$ cat src/rtl/core/ttr_pkg.sv
`default_nettype none

package ttr_pkg;

  // Sizes of the delimiter window and the receive buffer
  localparam int unsigned TokenBytes = 8;
  localparam int unsigned TokenIdxW  = $clog2(TokenBytes);
  localparam int unsigned LenW       = 4;
  localparam int unsigned BufferDepth = 1024;
  localparam int unsigned IdxW       = $clog2(BufferDepth);
  localparam int unsigned CntW       = IdxW + 1;
  localparam int unsigned TickW      = 16;

  typedef logic [7:0] byte_t;

  // Input item kinds
  typedef enum logic [1:0] {
    FUNC_START = 2'd0,
    FUNC_BYTE  = 2'd1,
    FUNC_TICK  = 2'd2
  } func_e;

  // Reception status codes
  typedef enum logic [1:0] {
    ST_RECEIVING = 2'd0,
    ST_TOKEN     = 2'd1,
    ST_FULL      = 2'd2,
    ST_TIMEOUT   = 2'd3
  } status_e;

  // Configuration register indexes
  typedef enum logic [1:0] {
    CFG_TOKEN_BYTES   = 2'd0,
    CFG_TOKEN_LENGTH  = 2'd1,
    CFG_BUFFER_LIMIT  = 2'd2,
    CFG_TIMEOUT_TICKS = 2'd3
  } cfg_idx_e;

  // Window control from the receiver to the cell row
  typedef struct packed {
    logic clear;
    logic shift;
  } win_ctrl_t;

endpackage

`default_nettype wire

$ cat src/rtl/core/ttr_cell.sv
`default_nettype none

// One byte of the sliding window: holds a byte, takes its neighbor's byte
// on a shift and checks the byte it is about to hold against its token byte.
module ttr_cell (
  input  wire logic              clk_i,
  input  wire logic              rst_ni,
  input  wire ttr_pkg::win_ctrl_t ctrl_i,
  input  wire ttr_pkg::byte_t    byte_i,
  input  wire ttr_pkg::byte_t    want_i,
  input  wire logic              used_i,
  output ttr_pkg::byte_t         byte_o,
  output logic                   hit_o
);

  ttr_pkg::byte_t byte_d, byte_q;

  // Compare on the incoming value; unused cells always agree
  assign hit_o  = !used_i || (byte_i == want_i);
  assign byte_o = byte_q;

  always_comb begin
    byte_d = byte_q;
    if (ctrl_i.clear) begin
      byte_d = '0;
    end else if (ctrl_i.shift) begin
      byte_d = byte_i;
    end
  end

  always_ff @(posedge clk_i or negedge rst_ni) begin
    if (!rst_ni) begin
      byte_q <= '0;
    end else begin
      byte_q <= byte_d;
    end
  end

endmodule

`default_nettype wire

$ cat src/rtl/core/ttr_window.sv
`default_nettype none

// Row of byte cells, newest byte in cell 0. Reports whether the window
// after the pending shift ends with the configured token.
module ttr_window (
  input  wire logic                         clk_i,
  input  wire logic                         rst_ni,
  input  wire ttr_pkg::win_ctrl_t           ctrl_i,
  input  wire ttr_pkg::byte_t               byte_i,
  input  wire logic [ttr_pkg::TokenBytes*8-1:0] token_i,
  input  wire logic [ttr_pkg::LenW-1:0]     len_i,
  output logic                              hit_o
);

  ttr_pkg::byte_t [ttr_pkg::TokenBytes:0]   chain;
  logic [ttr_pkg::TokenBytes-1:0]           hits;

  assign chain[0] = byte_i;

  for (genvar j = 0; j < ttr_pkg::TokenBytes; j++) begin : g_cell
    logic [ttr_pkg::LenW-1:0] tidx;
    ttr_pkg::byte_t           want;
    logic                     used;

    // Cell j lines up with token byte len-1-j
    assign tidx = len_i - ttr_pkg::LenW'(j) - ttr_pkg::LenW'(1);
    assign used = (ttr_pkg::LenW'(j) < len_i);
    assign want = token_i[tidx[ttr_pkg::TokenIdxW-1:0]*8 +: 8];

    ttr_cell u_cell (
      .clk_i  (clk_i),
      .rst_ni (rst_ni),
      .ctrl_i (ctrl_i),
      .byte_i (chain[j]),
      .want_i (want),
      .used_i (used),
      .byte_o (chain[j+1]),
      .hit_o  (hits[j])
    );
  end

  assign hit_o = &hits;

endmodule

`default_nettype wire

$ cat src/rtl/core/token_terminated_receiver.sv
// Delimiter-terminated byte receiver with timeout.
//
// Input stream: s_axis_tuser_i carries the item kind (start, byte, tick) and
// s_axis_tdata_i the received byte. Each accepted beat gives exactly one
// result beat on the master side: a buffer write (valid, index, byte), the
// reception status and the stored byte count.
// Configuration: cfg_valid_i/cfg_index_i/cfg_data_i write one register a
// beat; cfg_ready_o is always high. Write only while the block is idle.
// The result beat appears in the cycle after its input beat; one item is
// taken every cycle unless the result side stalls. The delimiter compare
// runs in a row of eight byte cells that shift together, in each byte's cycle.
// The result sits in an output register; s_axis_tready_o stays high while
// that register is empty or is being drained, so a stalled receiver holds
// back the input after one result waits.
// Reset clears the window, counts and status (as if a start had occurred)
// and restores the registers: token length 0, limit 16, timeout 1000.
`default_nettype none

module token_terminated_receiver (
  input  wire logic        clk_i,
  input  wire logic        rst_ni,
  // configuration write channel
  input  wire logic        cfg_valid_i,
  output logic             cfg_ready_o,
  input  wire logic [1:0]  cfg_index_i,
  input  wire logic [63:0] cfg_data_i,
  // input items
  input  wire logic        s_axis_tvalid_i,
  output logic             s_axis_tready_o,
  input  wire logic [7:0]  s_axis_tdata_i,   // rx_byte[7:0]
  input  wire logic [1:0]  s_axis_tuser_i,   // func[1:0]
  // result items
  output logic             m_axis_tvalid_o,
  input  wire logic        m_axis_tready_i,
  output logic [31:0]      m_axis_tdata_o,   // write_index[9:0], write_byte[17:10],
                                             // byte_count[28:18], zero[31:29]
  output logic [2:0]       m_axis_tuser_o    // write_valid[0], status[2:1]
);

  localparam int unsigned CntW  = ttr_pkg::CntW;
  localparam int unsigned IdxW  = ttr_pkg::IdxW;
  localparam int unsigned TickW = ttr_pkg::TickW;
  localparam int unsigned LenW  = ttr_pkg::LenW;

  // Configuration registers
  logic [63:0]      token_q;
  logic [LenW-1:0]  tlen_q;
  logic [CntW-1:0]  limit_q;
  logic [TickW-1:0] timeout_q;

  assign cfg_ready_o = 1'b1;

  always_ff @(posedge clk_i or negedge rst_ni) begin
    if (!rst_ni) begin
      token_q   <= '0;
      tlen_q    <= '0;
      limit_q   <= CntW'(16);
      timeout_q <= TickW'(1000);
    end else if (cfg_valid_i) begin
      unique case (ttr_pkg::cfg_idx_e'(cfg_index_i))
        ttr_pkg::CFG_TOKEN_BYTES:   token_q   <= cfg_data_i;
        ttr_pkg::CFG_TOKEN_LENGTH:  tlen_q    <= cfg_data_i[LenW-1:0];
        ttr_pkg::CFG_BUFFER_LIMIT:  limit_q   <= cfg_data_i[CntW-1:0];
        ttr_pkg::CFG_TIMEOUT_TICKS: timeout_q <= cfg_data_i[TickW-1:0];
        default: ;
      endcase
    end
  end

  // Reception state
  logic [CntW-1:0]   count_d, count_q;
  logic [TickW-1:0]  ticks_d, ticks_q;
  logic              done_d, done_q;
  ttr_pkg::status_e  status_d, status_q;

  logic              in_fire;
  logic              out_valid_q;
  ttr_pkg::win_ctrl_t win_ctrl;
  logic              win_hit;

  logic [LenW-1:0]   len_sat;
  logic [CntW-1:0]   limit_eff;
  logic [CntW-1:0]   count_inc;
  logic [TickW-1:0]  ticks_inc;

  logic              wr_valid;
  logic [IdxW-1:0]   wr_index;
  ttr_pkg::byte_t    wr_byte;
  ttr_pkg::status_e  status_out;

  assign s_axis_tready_o = !out_valid_q || m_axis_tready_i;
  assign in_fire         = s_axis_tvalid_i && s_axis_tready_o;

  assign len_sat   = (tlen_q > LenW'(ttr_pkg::TokenBytes)) ?
                     LenW'(ttr_pkg::TokenBytes) : tlen_q;
  assign limit_eff = (limit_q > CntW'(ttr_pkg::BufferDepth)) ?
                     CntW'(ttr_pkg::BufferDepth) : limit_q;
  assign count_inc = count_q + CntW'(1);
  assign ticks_inc = (ticks_q == '1) ? ticks_q : ticks_q + TickW'(1);

  ttr_window u_window (
    .clk_i   (clk_i),
    .rst_ni  (rst_ni),
    .ctrl_i  (win_ctrl),
    .byte_i  (s_axis_tdata_i),
    .token_i (token_q),
    .len_i   (len_sat),
    .hit_o   (win_hit)
  );

  // Item handling
  always_comb begin
    count_d  = count_q;
    ticks_d  = ticks_q;
    done_d   = done_q;
    status_d = status_q;
    win_ctrl = '0;
    wr_valid = 1'b0;
    wr_index = '0;
    wr_byte  = '0;
    if (in_fire) begin
      unique case (ttr_pkg::func_e'(s_axis_tuser_i))
        ttr_pkg::FUNC_START: begin
          count_d        = '0;
          ticks_d        = '0;
          done_d         = 1'b0;
          status_d       = ttr_pkg::ST_RECEIVING;
          win_ctrl.clear = 1'b1;
        end
        ttr_pkg::FUNC_BYTE: begin
          if (!done_q) begin
            if (count_q >= limit_eff) begin
              done_d   = 1'b1;
              status_d = ttr_pkg::ST_FULL;
            end else begin
              wr_valid       = 1'b1;
              wr_index       = count_q[IdxW-1:0];
              wr_byte        = s_axis_tdata_i;
              count_d        = count_inc;
              win_ctrl.shift = 1'b1;
              if ((len_sat != '0) && (count_inc >= CntW'(len_sat)) && win_hit) begin
                done_d   = 1'b1;
                status_d = ttr_pkg::ST_TOKEN;
              end
            end
          end
        end
        ttr_pkg::FUNC_TICK: begin
          if (!done_q && (timeout_q != '0)) begin
            ticks_d = ticks_inc;
            if (ticks_inc >= timeout_q) begin
              done_d   = 1'b1;
              status_d = ttr_pkg::ST_TIMEOUT;
            end
          end
        end
        default: ;
      endcase
    end
    status_out = done_d ? status_d : ttr_pkg::ST_RECEIVING;
  end

  always_ff @(posedge clk_i or negedge rst_ni) begin
    if (!rst_ni) begin
      count_q  <= '0;
      ticks_q  <= '0;
      done_q   <= 1'b0;
      status_q <= ttr_pkg::ST_RECEIVING;
    end else begin
      count_q  <= count_d;
      ticks_q  <= ticks_d;
      done_q   <= done_d;
      status_q <= status_d;
    end
  end

  // Output register
  logic             out_valid_d;
  logic [31:0]      out_data_q;
  logic [2:0]       out_user_q;

  assign out_valid_d = in_fire || (out_valid_q && !m_axis_tready_i);

  always_ff @(posedge clk_i or negedge rst_ni) begin
    if (!rst_ni) begin
      out_valid_q <= 1'b0;
    end else begin
      out_valid_q <= out_valid_d;
    end
  end

  always_ff @(posedge clk_i) begin
    if (in_fire) begin
      out_data_q <= {3'b000, count_d, wr_byte, wr_index};
      out_user_q <= {status_out, wr_valid};
    end
  end

  assign m_axis_tvalid_o = out_valid_q;
  assign m_axis_tdata_o  = out_data_q;
  assign m_axis_tuser_o  = out_user_q;

endmodule

`default_nettype wire
$ cat config.mk
export PLATFORM = sky130hd
export DESIGN_NAME = token_terminated_receiver
export DESIGN_NICKNAME = d
export VERILOG_FILES = /design/src/rtl/core/ttr_pkg.sv /design/src/rtl/core/ttr_cell.sv /design/src/rtl/core/ttr_window.sv /design/src/rtl/core/token_terminated_receiver.sv
export SDC_FILE = /design/constraint.sdc
export NUM_CORES = 1
export LEC_CHECK = 0
export BUFFER_PORTS_ARGS = -buffer_cell sky130_fd_sc_hd__buf_2
export CELL_PAD_IN_SITES_DETAIL_PLACEMENT = 0
export CELL_PAD_IN_SITES_GLOBAL_PLACEMENT = 2
export CORE_MARGIN = 2
export CORE_UTILIZATION = 37
export CTS_CLUSTER_DIAMETER = 50
export DETAILED_ROUTE_END_ITERATION = 6
export PLACE_DENSITY_LB_ADDON = 0.15
export SLEW_MARGIN = 5
export SYNTH_ARGS = -nofsm -noshare
export SYNTH_HDL_FRONTEND = slang
export SYNTH_SLANG_ARGS = --single-unit
$ cat constraint.sdc
create_clock -name clk_i -period 4.2 [get_ports clk_i]
set_input_delay 1.05 -clock clk_i [delete_from_list [all_inputs] [get_ports clk_i]]
set_output_delay 1.05 -clock clk_i [all_outputs]
set_load 0.05 [all_outputs]
==> impl_metrics.csv, run 1 <==
group,metric,value,unit
synth,synth_cell_type_count,75,
power_and_ir_drop,power.internal,5.627,mW
floorplanning,row_count,71,
drt,firstDrtPassIters,5,
cells_and_area,final_common_cell,"dfrtp_1",
sta,timing.final.ws_setup,0.1856,ns
power_and_ir_drop,powerDensity,539.6,mW/mm^2
floorplanning,die-area,0.04016,mm^2
power_and_ir_drop,switching_power,3.430,mW
sta,worst_pin_slew,1.166,ns
power_and_ir_drop,p_total,9.057,mW
placed_design,gp_congestion,0.8370,
sta,slew_viol_final,0,
floorplanning,io_pins,119,
synth,yosysWarnings,0,
sta,setup_viol,0,
synth,syn_avg_cell_area,10.77,um^2
cells_and_area,final_cell_mix,"174 x dfrtp_1, 115 x mux2i_1, 113 x buf_2, 103 x mux2_2, 76 x nand2_1",
drt,first_iter_violations,898,
worst_setup_path,required,4.68,ns
drt,wl_per_cell,23.49,um
drt,routed_wl,46470,um
synth,ys_seq_elements,214,
synth,synth_async_sr_flop_share,85.05,%
cells_and_area,area_growth,17.60,%
worst_setup_path,cp_max_fo,33,
placed_design,numPortBuffers,114,
cts,insertion_delay,0.59,ns
floorplanning,die_height,200.4,um
cts,numCtsBuffers,31,
sta,min_period,4.014,ns
worst_setup_path,ff2ff_setup_slack,0.19,ns
grt,grt_pass1_wl,70990,um
worst_setup_path,cp-end-kind,"flop",
sta,skew,0.02230,ns
worst_setup_path,startpoint_type,"flop",
cells_and_area,final_nets,1558,
power_and_ir_drop,p_sw_share,37.87,%
sta,fin_crit_sh,95.58,%
cells_and_area,multi_input_area,0.008204,mm^2
cts,cts-root-buf,"clkbuf_16",
power_and_ir_drop,pwr-share-seq,31.0,%
cells_and_area,nFillCells,3665,
cts,clock_sinks,214,
synth,synth_top_cell_area_share,30.69,%
sta,rsz0062_at_grt,"yes",
power_and_ir_drop,comb_power_share,39.6,%
synth,seq_area_frac_synth,38.71,%
grt,grt_pass1_vias,10980,
cells_and_area,diodes,0,
cells_and_area,drive_above_1_share,28.56,%
synth,synth_enable_flop_cells,32,
run,max_cap_violations,0,
synth,netlist_instances,1325,
drt,num_vias,11270,
grt,grtUsageTotal,22.89,%
synth,synth_top_area_cell,"dfrtp_1",
floorplanning,fp.coreArea,0.03784,mm^2
worst_hold_path,min_path_type,"in -> async",
grt,grt-ovfl-total,0,
power_and_ir_drop,p_clk_share,29.4,%
worst_setup_path,criticalPathCategory,"reg -> reg",
floorplanning,die_w,200.4,um
sta,slew_headroom,21.98,%
synth,synthFlopType,"dfrtp_1",
cts,cts_max_path_buffers,3,
grt,grt_max_degree,73,
status,status,"completed",
placed_design,place_ws,0.05507,ns
placed_design,dp_hpwl,34780,um
sta,whs,0.4810,ns
drt,drc_errors,0,
cells_and_area,ff_latch_area,0.005525,mm^2
worst_setup_path,arrival,4.50,ns
sta,setup_tns,0,ns
synth,syn_area,0.01427,mm^2
synth,synth.area.top_cells,"dfrtp_1 31%, mux2_2 8.1%, mux2i_1 8.1%",
grt,grt_antenna_before_repair,0,
power_and_ir_drop,power_leakage,7.304,nW
floorplanning,start_util,37.71,%
cts,clk_pin_slew_worst_paths,0.06,ns
sta,fmax,249.1,MHz
drt,drt-vias-per-instance,5.699,
cts,tritoncts,"done",
power_and_ir_drop,peakVddDrop,334.6,uV
cts,htree_levels,1,
drt,ant_nets,0,
sta,hold_viol,0,
## per-layer routing
metal / vias up / part of all wire (%) / track usage [%]
met2: 384 / 43 / 33.13
met1: 5631 / 49 / 34.97
met3: 55 / 7.1 / 4.686
li1: 5203 / - / -
met5: - / 0 / 0
met4: 0 / 1.8 / 4.921
## registers in the layout, summed over array words and instances (netlist names)
name                           cells
ticks_q                           16
m_axis_tdata_o                    29
count_q                           11
limit_q                           11
token_q                           64
m_axis_tuser_o                     3
m_axis_tvalid_o                    1
done_q                             1
status_q                           2
u_window.g_cell.u_cell.byte_o     56
timeout_q                         16
tlen_q                             4
## Yosys cell counts (21+ instances only)
cell	number
ha_1	34
o21ai_0	45
edfxtp_1	32
a21oi_1	47
o22ai_1	29
nor2_1	65
nand2_1	76
inv_1	29
mux4_2	41
clkbuf_1	59
mux2_2	103
mux2i_1	115
and2_1	22
xnor2_1	50
dfrtp_1	175
nand3_1	21
xor2_1	42
a22o_1	59
## power groups by stage
stage / combinational, mW / clock, mW / sequential [mW]
2_1_floorplan: 2.55 / 0 / 2.65
3_3_place_gp: 3.54 / 0 / 2.82
3_5_place_dp: 3.55 / 0 / 2.83
4_1_cts: 3.56 / 2.74 / 2.79
5_1_grt: 3.87 / 2.82 / 2.84
6_report: 3.58 / 2.67 / 2.81
## repair_timing
action,4_1_cts,5_1_grt
hold buffers,0,0
gates resized for setup,0,9
setup buffers,0,1
pin swaps,1,4
endpoints found under the setup margin,1,5
## worst max-delay path: stages, from the launching register on
cell	delay, ns
dfrtp_1	0.42
and2b_2	0.34
buf_4	0.45
mux2i_1	0.25
mux4_2	0.54
xnor2_1	0.16
nor4b_2	0.30
nand4_1	0.23
or4_1	0.56
o21ai_1	0.10
o2111ai_2	0.24
a31o_1	0.27
## path summary, 6_finish.rpt
check                                 start            to  cells after the start
worst max-delay path              tlen_q[3]   status_q[1]                     11
worst min-delay path                 rst_ni    ticks_q[0]                      1
worst max register to register    tlen_q[3]   status_q[1]                     11
worst min register to register  ticks_q[11]   ticks_q[11]                      1
max in group asynchronous            rst_ni  timeout_q[6]                      2
min in group clk_i              ticks_q[11]   ticks_q[11]                      1
## cell type report
type | instances | share of cell area, %
clock inverter | 20 | 1.528
timing repair buffer | 190 | 7.373
inverter | 32 | 0.7306
clock buffer | 37 | 4.756
multi-input combinational | 974 | 48.88
tap | 511 | 3.809
sequential | 214 | 32.92
## logic make-up (layout without fill, tap and decap cells)
kind of cell	Yosys count	after routing	share of synthesized area, %
AOI/OAI and AO/OA	292	292	14.59
muxes	261	261	22.86
xor gates and xnor gates	96	96	6.181
adders and majority gates	35	35	3.051
buffers and inverters	139	279	4.462
other	2	4	0.05262
and+or+nand+nor	286	286	10.10
DFF	214	214	38.71
## stage by stage
step                cells  instance area, um^2  util, %
floorplan            1327                14280        -
global placement     1920                15670    41.41
detailed placement   1920                15670    41.41
CTS                  1977                16730    44.20
global route         1978                16780    44.35
finish               1978                16780    44.35
Power figures use the tool's default switching activity.
==> run 2: changes to the inputs <==
RECOVER_POWER = 50   (was default)
==> run 2 against run 1 <==
The flow now finishes with violations (capacitance limit, slew limit). Cell area shrank 0.37%. Core utilization is 0.16 points lower. Clock power about the same. Sequential power is essentially flat. Combinational power is essentially flat. Critical endpoint unchanged. Largest cell class unchanged.
==> impl_metrics.csv, run 2 (same netlist as run 1, synthesis figures left out) <==
group,metric,value,unit
worst_setup_path,crit_chain,"and2b_2, buf_4, mux2i_1, mux4_2, xnor2_1, nor4b_2, nand4_1, or4_1, o21ai_1, o2111ai_2, a31o_1",
cells_and_area,drive_above_1_share,28.08,%
grt,grt-ovfl-total,0,
worst_setup_path,criticalPathCategory,"reg -> reg",
cts,htree_levels,1,
sta,fmax,249.2,MHz
worst_setup_path,max_stage_delay,0.56,ns
worst_setup_path,startpoint_type,"flop",
status,violations,"capacitance limit, slew limit",
power_and_ir_drop,pwr-share-seq,31.0,%
cts,clock_sinks,214,
placed_design,placed_area,0.01567,mm^2
cells_and_area,final_cell_mix,"174 x dfrtp_1, 115 x mux2i_1, 111 x buf_2, 103 x mux2_2, 76 x nand2_1",
grt,grt_max_degree,73,
floorplanning,io_pins,119,
worst_setup_path,required,4.68,ns
drt,drc_errors,0,
cells_and_area,utilization,44.19,%
grt,grt_antenna_before_repair,0,
cts,cts-root-buf,"clkbuf_16",
power_and_ir_drop,power_leakage,7.269,nW
placed_design,numPortBuffers,114,
power_and_ir_drop,p_clk_share,29.4,%
cells_and_area,final_area,0.01672,mm^2
cts,clk_pin_slew_worst_paths,0.06,ns
cells_and_area,largest_reg_flops,64,
floorplanning,die-area,0.04016,mm^2
sta,slew_headroom,-24.13,%
floorplanning,die_height,200.4,um
cts,cts_max_path_buffers,3,
drt,firstDrtPassIters,5,
sta,min_period,4.013,ns
worst_setup_path,cp_max_fo,33,
sta,worst_pin_slew,1.862,ns
cells_and_area,diodes,0,
drt,wl_per_cell,23.55,um
sta,fin_crit_sh,95.55,%
cells_and_area,final_nets,1558,
cells_and_area,final_common_cell,"dfrtp_1",
cts,insertion_delay,0.59,ns
cts,numCtsBuffers,31,
floorplanning,fp.coreArea,0.03784,mm^2
power_and_ir_drop,peakVddDrop,335.1,uV
power_and_ir_drop,p_total,9.063,mW
power_and_ir_drop,powerDensity,542.0,mW/mm^2
sta,skew,0.02259,ns
grt,grt_pass1_wl,70990,um
worst_setup_path,critPathSlowestCell,"or4_1",
drt,num_vias,11310,
grt,grtUsageTotal,22.89,%
drt,drt-vias-per-instance,5.718,
worst_setup_path,cp-end-kind,"flop",
floorplanning,row_count,71,
cts,cts_hold_buf,0,
cts,tritoncts,"done",
sta,setup_viol,0,
drt,ant_nets,0,
placed_design,gp_congestion,0.8370,
grt,grt_pass1_vias,10980,
power_and_ir_drop,switching_power,3.439,mW
floorplanning,die_w,200.4,um
drt,first_iter_violations,902,
worst_setup_path,arrival,4.50,ns
floorplanning,start_util,37.71,%
power_and_ir_drop,comb_power_share,39.6,%
sta,setup_tns,0,ns
cells_and_area,top_register,"token_q",
status,status,"finished with violations",
sta,slew_viol_final,205,
placed_design,dp_hpwl,34780,um
power_and_ir_drop,power.internal,5.624,mW
drt,routed_wl,46580,um
power_and_ir_drop,p_sw_share,37.95,%
cells_and_area,area_growth,17.18,%
sta,rsz0062_at_grt,"yes",
run,max_cap_violations,4,
sta,hold_viol,0,
worst_hold_path,min_path_type,"reg -> reg",
## run 2: timing repair
action,in CTS,in global routing
gates resized for setup,0,9
setup buffers,0,1
endpoints found under the setup margin,1,5
pin swaps,1,4
## run 2: final cells by class
class / instances / area (um^2)
fillers: 3674 / 21120
clock buffers: 37 / 798.3
repair buffers: 190 / 1181
inverters: 32 / 122.6
well taps: 511 / 639.4
flip-flops and latches: 214 / 5525
clock inverters: 20 / 256.5
multi-input cells: 974 / 8199
## run 2: worst paths after layout
check | start | endpoint | slack (ns) | cells after the start
max | tlen_q[3] | status_q[1] | 0.19 | 11
min | ticks_q[11] | ticks_q[11] | 0.49 | 1
max reg2reg | tlen_q[3] | status_q[1] | 0.19 | 11
min reg2reg | ticks_q[11] | ticks_q[11] | 0.49 | 1
max in group asynchronous | rst_ni | count_q[6] | 1.02 | 2
min in group asynchronous | rst_ni | ticks_q[1] | 0.97 | 1
## run 2: through the flow
stage | instances | hold slack [ns] | worst slack [ns]
3_3_place_gp | 1920 | 0.4807 | 0.1206
2_1_floorplan | 1327 | 0.4658 | 0.02561
4_1_cts | 1977 | 0.4881 | 0.02433
3_5_place_dp | 1920 | 0.4837 | 0.05507
5_1_grt | 1978 | 0.4990 | -0.03138
6_report | 1978 | 0.4914 | 0.1870
## run 2: metal layers
metal  wire length [um]  vias to the layer above  global-route usage, %
met3               3521                       55                  4.686
met1              22430                     5669                  34.97
met2              19770                      386                  33.13
li1                   -                     5200                      -
met5                  0                        -                      0
met4                855                        0                  4.921
## run 2: worst max-delay path: cells and delay by family, from the launching register on
family	cells	cell delay (ns)
xor+xnor	1	0.16
simple gates	4	1.44
mux	2	0.78
buf+inv	1	0.46
flops	1	0.42
compound gates	3	0.63
## run 2: power groups by stage
stage          logic (mW)  clock network [mW]  registers, mW
6_report             3.59                2.67           2.81
5_1_grt              3.87                2.82           2.84
4_1_cts              3.56                2.74           2.79
3_5_place_dp         3.55                   0           2.83
3_3_place_gp         3.54                   0           2.82
2_1_floorplan        2.55                   0           2.65
